`src/rtl/core/unordered_key_table_core_macros.svh`:
```
// assertion helpers shared by the table core
`ifndef UNORDERED_KEY_TABLE_CORE_MACROS_SVH
`define UNORDERED_KEY_TABLE_CORE_MACROS_SVH

// same-cycle implication under reset
`define UKT_ASSERT_IMP(label, clk, rst_n, ante, cons) \
	label: assert property (@(posedge clk) disable iff (!rst_n) (ante) |-> (cons)) \
		else $error("table core check failed");

// next-cycle implication under reset
`define UKT_ASSERT_NXT(label, clk, rst_n, ante, cons) \
	label: assert property (@(posedge clk) disable iff (!rst_n) (ante) |=> (cons)) \
		else $error("table core check failed");

`endif

```
`src/rtl/core/ukt_pkg.sv`:
```
package ukt_pkg;

	// table geometry
	localparam int CAPACITY = 64;
	localparam int IDX_W    = $clog2(CAPACITY);
	localparam int CNT_W    = $clog2(CAPACITY + 1);

	// fixed payload widths
	localparam int KEY_W   = 32;
	localparam int VAL_W   = 32;
	localparam int HIDX_W  = 6;
	localparam int ECNT_W  = 7;

	// request codes
	localparam logic [1:0] REQ_INSERT = 2'd0;
	localparam logic [1:0] REQ_SEARCH = 2'd1;
	localparam logic [1:0] REQ_DELETE = 2'd2;

	// status codes
	localparam logic [1:0] ST_OK   = 2'd0;
	localparam logic [1:0] ST_MISS = 2'd1;
	localparam logic [1:0] ST_FULL = 2'd2;

	// search token walking the cell row
	typedef struct packed {
		logic             valid;
		logic [KEY_W-1:0] key;
		logic             found;
		logic [IDX_W-1:0] slot;
		logic [VAL_W-1:0] value;
		logic [KEY_W-1:0] last_key;
		logic [VAL_W-1:0] last_value;
	} ukt_tok_t;

	// slot write broadcast to all cells
	typedef struct packed {
		logic             en;
		logic [IDX_W-1:0] idx;
		logic [KEY_W-1:0] key;
		logic [VAL_W-1:0] value;
	} ukt_wr_t;

endpackage

```
`src/rtl/core/ukt_cell.sv`:
```
module ukt_cell (
	input  logic                         clk,
	input  logic                         arst_n,
	input  logic [ukt_pkg::IDX_W-1:0]    cell_idx,
	input  logic [ukt_pkg::CNT_W-1:0]    count,
	input  ukt_pkg::ukt_wr_t             wr,
	input  ukt_pkg::ukt_tok_t            tok_in,
	output ukt_pkg::ukt_tok_t            tok_out
);

	logic [ukt_pkg::KEY_W-1:0] key_q;
	logic [ukt_pkg::VAL_W-1:0] value_q;
	logic                      tok_valid_q;
	ukt_pkg::ukt_tok_t         tok_pay_q;
	ukt_pkg::ukt_tok_t         tok_next;
	logic [ukt_pkg::CNT_W-1:0] pos;
	logic                      live;
	logic                      is_last;

	assign pos     = ukt_pkg::CNT_W'(cell_idx);
	assign live    = pos < count;
	assign is_last = (pos + ukt_pkg::CNT_W'(1)) == count;

	// entry storage, written by slot address
	always_ff @(posedge clk) begin
		if (wr.en && (wr.idx == cell_idx)) begin
			key_q   <= wr.key;
			value_q <= wr.value;
		end
	end

	// compare against the passing token, first match wins, grab the tail entry
	always_comb begin
		tok_next = tok_in;
		if (live && !tok_in.found && (key_q == tok_in.key)) begin
			tok_next.found = 1'b1;
			tok_next.slot  = cell_idx;
			tok_next.value = value_q;
		end
		if (is_last) begin
			tok_next.last_key   = key_q;
			tok_next.last_value = value_q;
		end
	end

	// hand token to the next cell
	always_ff @(posedge clk or negedge arst_n) begin
		if (!arst_n) begin
			tok_valid_q <= 1'b0;
		end else begin
			tok_valid_q <= tok_in.valid;
		end
	end

	always_ff @(posedge clk) begin
		tok_pay_q <= tok_next;
	end

	always_comb begin
		tok_out       = tok_pay_q;
		tok_out.valid = tok_valid_q;
	end

endmodule

```
`config.mk`:
```
export PLATFORM = sky130hd
export DESIGN_NAME = ukt_cell
export DESIGN_NICKNAME = d
export VERILOG_FILES = /design/src/rtl/core/unordered_key_table_core_macros.svh /design/src/rtl/core/ukt_pkg.sv /design/src/rtl/core/ukt_cell.sv
export SDC_FILE = /design/constraint.sdc
export NUM_CORES = 1
export LEC_CHECK = 0
export BUFFER_PORTS_ARGS = -buffer_cell sky130_fd_sc_hd__buf_2
export CAP_MARGIN = 25
export CORE_AREA = 4 4 138 140
export CTS_CLUSTER_SIZE = 20
export DETAILED_ROUTE_END_ITERATION = 10
export DIE_AREA = 0 0 142 144
export PLACE_DENSITY = 0.71
export SYNTH_ARGS = -nofsm -noshare
export SYNTH_HDL_FRONTEND = slang
export SYNTH_SLANG_ARGS = --single-unit
```
`constraint.sdc`:
```
create_clock -name clk -period 6.4 [get_ports clk]
set_input_delay 1.28 -clock clk [delete_from_list [all_inputs] [get_ports clk]]
set_output_delay 1.28 -clock clk [all_outputs]
set_load 0.03 [all_outputs]
```
# Word level (Yosys, flattened, before mapping)

Cells that the tools add are included.

Word-level logic and storage cells: 20
Latch bits: 0
Memories kept: 0
Bits of input ports: 222
Bits in registers: 200
RAM bits: 0
Output and inout bits: 136
ROM bits: 0

$lt $le $gt $ge: 1
Multiplexer cells: 2
Equal/unequal tests: 3
Reduce and logical (&&, ||, !) cells: 4
Divide/modulo/power cells: 0
Bitwise gates (word level): 0
$add $sub $neg: 1
$mul: 0
Shifts and indexed selects: 0

Operators by type and width:

| operator              | number |
|---|---|
| $mux W64              | 1 |
| $mux W38              | 1 |
| $eq A32 B32 Y1        | 1 |
| $add A6 B1 Y7 const B | 1 |
| $eq A7 B7 Y1          | 1 |
| $lt A6 B7 Y1          | 1 |
| $eq A6 B6 Y1          | 1 |
| $logic_and A1 B1 Y1   | 3 |
| $logic_not A1 Y1      | 1 |

# Depth between registers and ports, before layout

Depth after elaboration: 4
Mapped depth: 10
Depth with buffers taken out: 8

# Worst setup path before layout

No wires, ideal clock.

Path kind: input port to flip-flop
Start point: input port cell_idx[2] (netlist name)
End point: register key_q[0] (netlist name), enable pin
Data required time: 5.756 ns
Stages: 4
Path buffers: 1
Arrival: 7.742 ns
Slack: -1.986 ns
Library setup time: 0.644 ns
Cells stage by stage: buf_2 -> xnor2_1 -> nand4_1 -> nor4_1

Word-level cells in the longest chain between the ends: 2

RTL lines:

| element              | RTL line       | RTL |
|---|---|---|
| from (decl)          | ukt_cell.sv:4  | `input logic [ukt_pkg::IDX_W-1:0] cell_idx,` |
| $eq A6 B6 Y1         | ukt_cell.sv:26 | `if (wr.en && (wr.idx == cell_idx)) begin` |
| $logic_and A1 B1 Y1  | ukt_cell.sv:26 |  |
| to (signal assigned) | ukt_cell.sv:27 | `key_q <= wr.key;` |
| to (decl)            | ukt_cell.sv:11 | `logic [ukt_pkg::KEY_W-1:0] key_q;` |

Every way passes these cells.
A chain may end at the register's enable or synchronous reset.

==> results.txt <==
----------------------------------------------------
[Routing]
  Met2 layer wire length in the routed design ... 9.42 mm
  Residual DRC ... 0
  Via total after detailed routing ... 4554
  Metal-1 WL ... 6.84 mm
  Ratio of routed vias to standard cells ... 4.46
  Highest routed metal layer ... met5
  First-pass DRT Iterations ... 4
  Violation count after the first detailed-route iteration ... 129
  Number of antenna-violating nets in the routed design ... 0
  Met3 wire length ... 1.38 mm
  Routed Wire Length ... 18.2 mm
  Routed length per instance ... 17.9 um

[Placement]
  Post-Place Worst Slack ... 2.60 ns
  Final GP Congestion ... 0.855
  Detailed-placement wirelength estimate ... 14.4 mm
  # port buffers ... 357

[Critical path]
  Beginning of the worst register-to-register path ... key_q[19]
  Endpoint kind of the worst setup timing path ... flip-flop
  Required time of the critical path ... 6.71 ns
  CP arrival ... 3.63 ns
  Crit path buf inv count ... 2
  Beginning of the critical path ... cell_idx[0]
  Type of origin of the critical path ... primary input
  Cell with the largest stage delay on the worst path ... sky130_fd_sc_hd__nor2_4
  Maximum fanout encountered on the critical timing path ... 26
  Maximum cell stage delay along the critical path ... 0.51 ns
  Crit-path leading delay family ... simple AND/OR/NAND/NOR gates
  Chain of cells forming the critical path ... buf_2 -> ha_1 -> xor2_1 -> a211oi_1 -> nand4_1 -> nor2_4 -> buf_4 -> mux2_2
  Crit Path Class ... primary input to flip-flop

[Die]
  Cell Rows ... 49
  Chip Height ... 144 um
  Floorplan core area ... 17800 sq um
  Die outline area ... 20400 sq um
  Initial Util ... 37.4%
  Chip width ... 142 um
  I/O pins ... 358

[Yosys]
  Share of flip-flops with an asynchronous set or reset after synthesis ... 0.500%
  Unique masters post-synth ... 33
  Synthesized area divided by synthesized cell count ... 16.2 sq um
  Number of flip-flops and latches in the synthesized netlist ... 200
  Prevailing post-synth register cell ... sky130_fd_sc_hd__dfxtp_1
  Warnings from Yosys ... 0
  Part of the Yosys area used for sequential elements ... 69.7%
  Post-Synthesis Net Count ... 640
  Synthesized instance count ... 411
  Number of enable flip-flop cells after synthesis ... 64
  Netlist area before placement ... 6670 sq um

[Timing]
  Worst rel slew slack ... 39.0%
  Time the worst path needs with I/O delays and setup ... 3.32 ns
  Final total negative setup slack ... 0 ns
  Fmax achieved ... 301 MHz
  Worst Max-Slew Pin Slew ... 0.915 ns
  Final setup vio count ... 0
  Final Max Tran Viols ... 0
  Crit path setup slack, layout ... 3.08 ns
  RSZ-0062 raised after global routing ... false
  Layout Skew ... 0.0141 ns
  Final critical-path share of the clock period ... 51.9%
  Hold Violations, Final ... 0

[Clock network]
  Post CTS Setup Buffer Count ... 0
  Number of buffers between clock root and the deepest sink ... 2
  Clk pin slew, worst setup/hold paths ... 0.08 ns
  TritonCTS clock tree ... done
  Count of H-tree levels built during CTS ... 4
  Library cell used as clock root buffer ... sky130_fd_sc_hd__clkbuf_16
  Skew-Pair Late Insertion Delay ... 0.43 ns
  Gates resized, CTS repair ... 0
  Num Clock Sinks ... 200
  Number of buffers created by CTS ... 17
  Hold buffer count at cts ... 0

[Pwr]
  Fraction of power consumed by combinational cells ... 10.9%
  Sequential group share of total power ... 50.2%
  Relative contribution of the clock network to total power ... 38.8%
  Net load switching power ... 0.722 mW
  Design internal power ... 2.01 mW
  LEAKAGE ... 4.16 nW
  P per Cell Area ... 294 nW/um^2
  Net switching fraction of the power ... 26.4%
  IR Drop Worst-Case VDD ... 0.169 mV

[Layout]
  Fin nets ... 1008
  Highest-count cells in the layout ignoring fill and taps ... 357 x sky130_fd_sc_hd__buf_2, 135 x sky130_fd_sc_hd__dfxtp_1, 93 x sky130_fd_sc_hd__mux2_2
  Fill cells ... 1582
  Share of cells above drive strength 1 ... 62.8%
  Synth-to-layout area growth ... 39.3%
  Most common cell after layout, fill and taps aside ... sky130_fd_sc_hd__buf_2

[Global route]
  Pin count of the biggest net entering global routing ... 65
  First-pass GRT wire length ... 26.4 mm
  Number of global-route vias before repair ... 4827
  Final global-route overflow total ... 0
  Antenna violations before repair ... 4
  Overall Global Routing Usage ... 17.2%

[Flow run]
  Maximum capacitance violations ... 0

[Status]
  Run status ... finished clean

[Min path]
  Worst hold path class ... flip-flop to flip-flop
  Startpoint of the worst hold path ... value_q[14]

----------------------------------------------------
## worst register-to-register path, delay by kind of cell, from the launching register on
family        cells  cell delay [ns]
mux               1             0.40
xor+xnor          1             0.18
simple gates      4             1.13
flops             1             0.42
buf+inv           1             0.32
## kinds of logic (layout without fill, tap and decap cells)
kind of cell,after synthesis,count (layout),synth area share (%)
muxes,102,102,17.7
AOI/OAI and AO/OA,9,9,0.976
buffers and inverters,19,400,1.95
other,0,1,0
adders and majority gates,7,7,1.31
xor gates and xnor gates,44,44,5.78
DFF,200,200,69.7
and+or+nand+nor,30,30,2.53
## Yosys cell counts, types with 2 or more instances
cell / instances / share of area (%)
sky130_fd_sc_hd__buf_6: 7 / 1.2
sky130_fd_sc_hd__nor2b_1: 2 / 0.19
sky130_fd_sc_hd__inv_1: 7 / 0.39
sky130_fd_sc_hd__nand3_1: 4 / 0.30
sky130_fd_sc_hd__edfxtp_1: 64 / 29
sky130_fd_sc_hd__mux2_2: 93 / 16
sky130_fd_sc_hd__nor3_1: 2 / 0.15
sky130_fd_sc_hd__nand4_1: 8 / 0.75
sky130_fd_sc_hd__nand2_1: 3 / 0.17
sky130_fd_sc_hd__buf_2: 2 / 0.15
sky130_fd_sc_hd__mux2_4: 9 / 2.0
sky130_fd_sc_hd__xor2_1: 25 / 3.3
sky130_fd_sc_hd__nor2_1: 2 / 0.11
sky130_fd_sc_hd__dfxtp_1: 135 / 41
sky130_fd_sc_hd__ha_1: 7 / 1.3
sky130_fd_sc_hd__xnor2_1: 19 / 2.5
sky130_fd_sc_hd__nor4_1: 6 / 0.56
## routing by layer
layer,track usage (%),up-vias
met3,6.15,38
met5,0,-
li1,-,2207
met1,19.3,2109
met2,29.6,194
met4,7.22,6
## path summary, 6_finish.rpt
kind,to,cells past startpoint,slack [ns]
max,tok_out[26],8,3.08
min,tok_out[78],1,0.50
max reg2reg,tok_out[84],7,3.82
min reg2reg,tok_out[78],1,0.50
max in group asynchronous,tok_valid_q,1,5.70
min in group asynchronous,tok_valid_q,1,0.61
## through the flow
stage	hold WS, ns	util, %	std cells	power, mW	area, sq um
after global placement	0.479	48.7	989	1.70	8690
after detailed placement	0.484	48.7	989	1.70	8690
after CTS	0.500	52.1	1021	2.77	9290
after floorplan	0.470	-	411	1.57	6680
after global routing	0.517	52.1	1022	2.85	9290
final	0.498	52.1	1022	2.73	9290
## registers in the layout (all words and copies together), names as in the netlist
register and flops:
key_q 32, tok_out 135, tok_valid_q 1, value_q 32
## power groups by stage
| stage | logic, mW | clock network (mW) | registers [mW] |
|---|---|---|---|
| final | 0.299 | 1.06 | 1.37 |
| after global routing | 0.320 | 1.15 | 1.38 |
| after CTS | 0.303 | 1.10 | 1.37 |
| after detailed placement | 0.301 | 0 | 1.40 |
| after global placement | 0.298 | 0 | 1.40 |
| after floorplan | 0.0645 | 0 | 1.50 |
## area by class of cell
class | instances | area, sq um | share of cell area (%)
sequential | 200 | 4650 | 50.0
clock buffer | 17 | 425 | 4.58
antenna | 1 | 2.50 | 0.0269
clock inverter | 15 | 175 | 1.89
inverter | 7 | 26.3 | 0.283
multi-input combinational | 192 | 1910 | 20.5
tap | 229 | 287 | 3.08
timing repair buffer | 361 | 1820 | 19.6
Power figures use the tool's default switching activity.
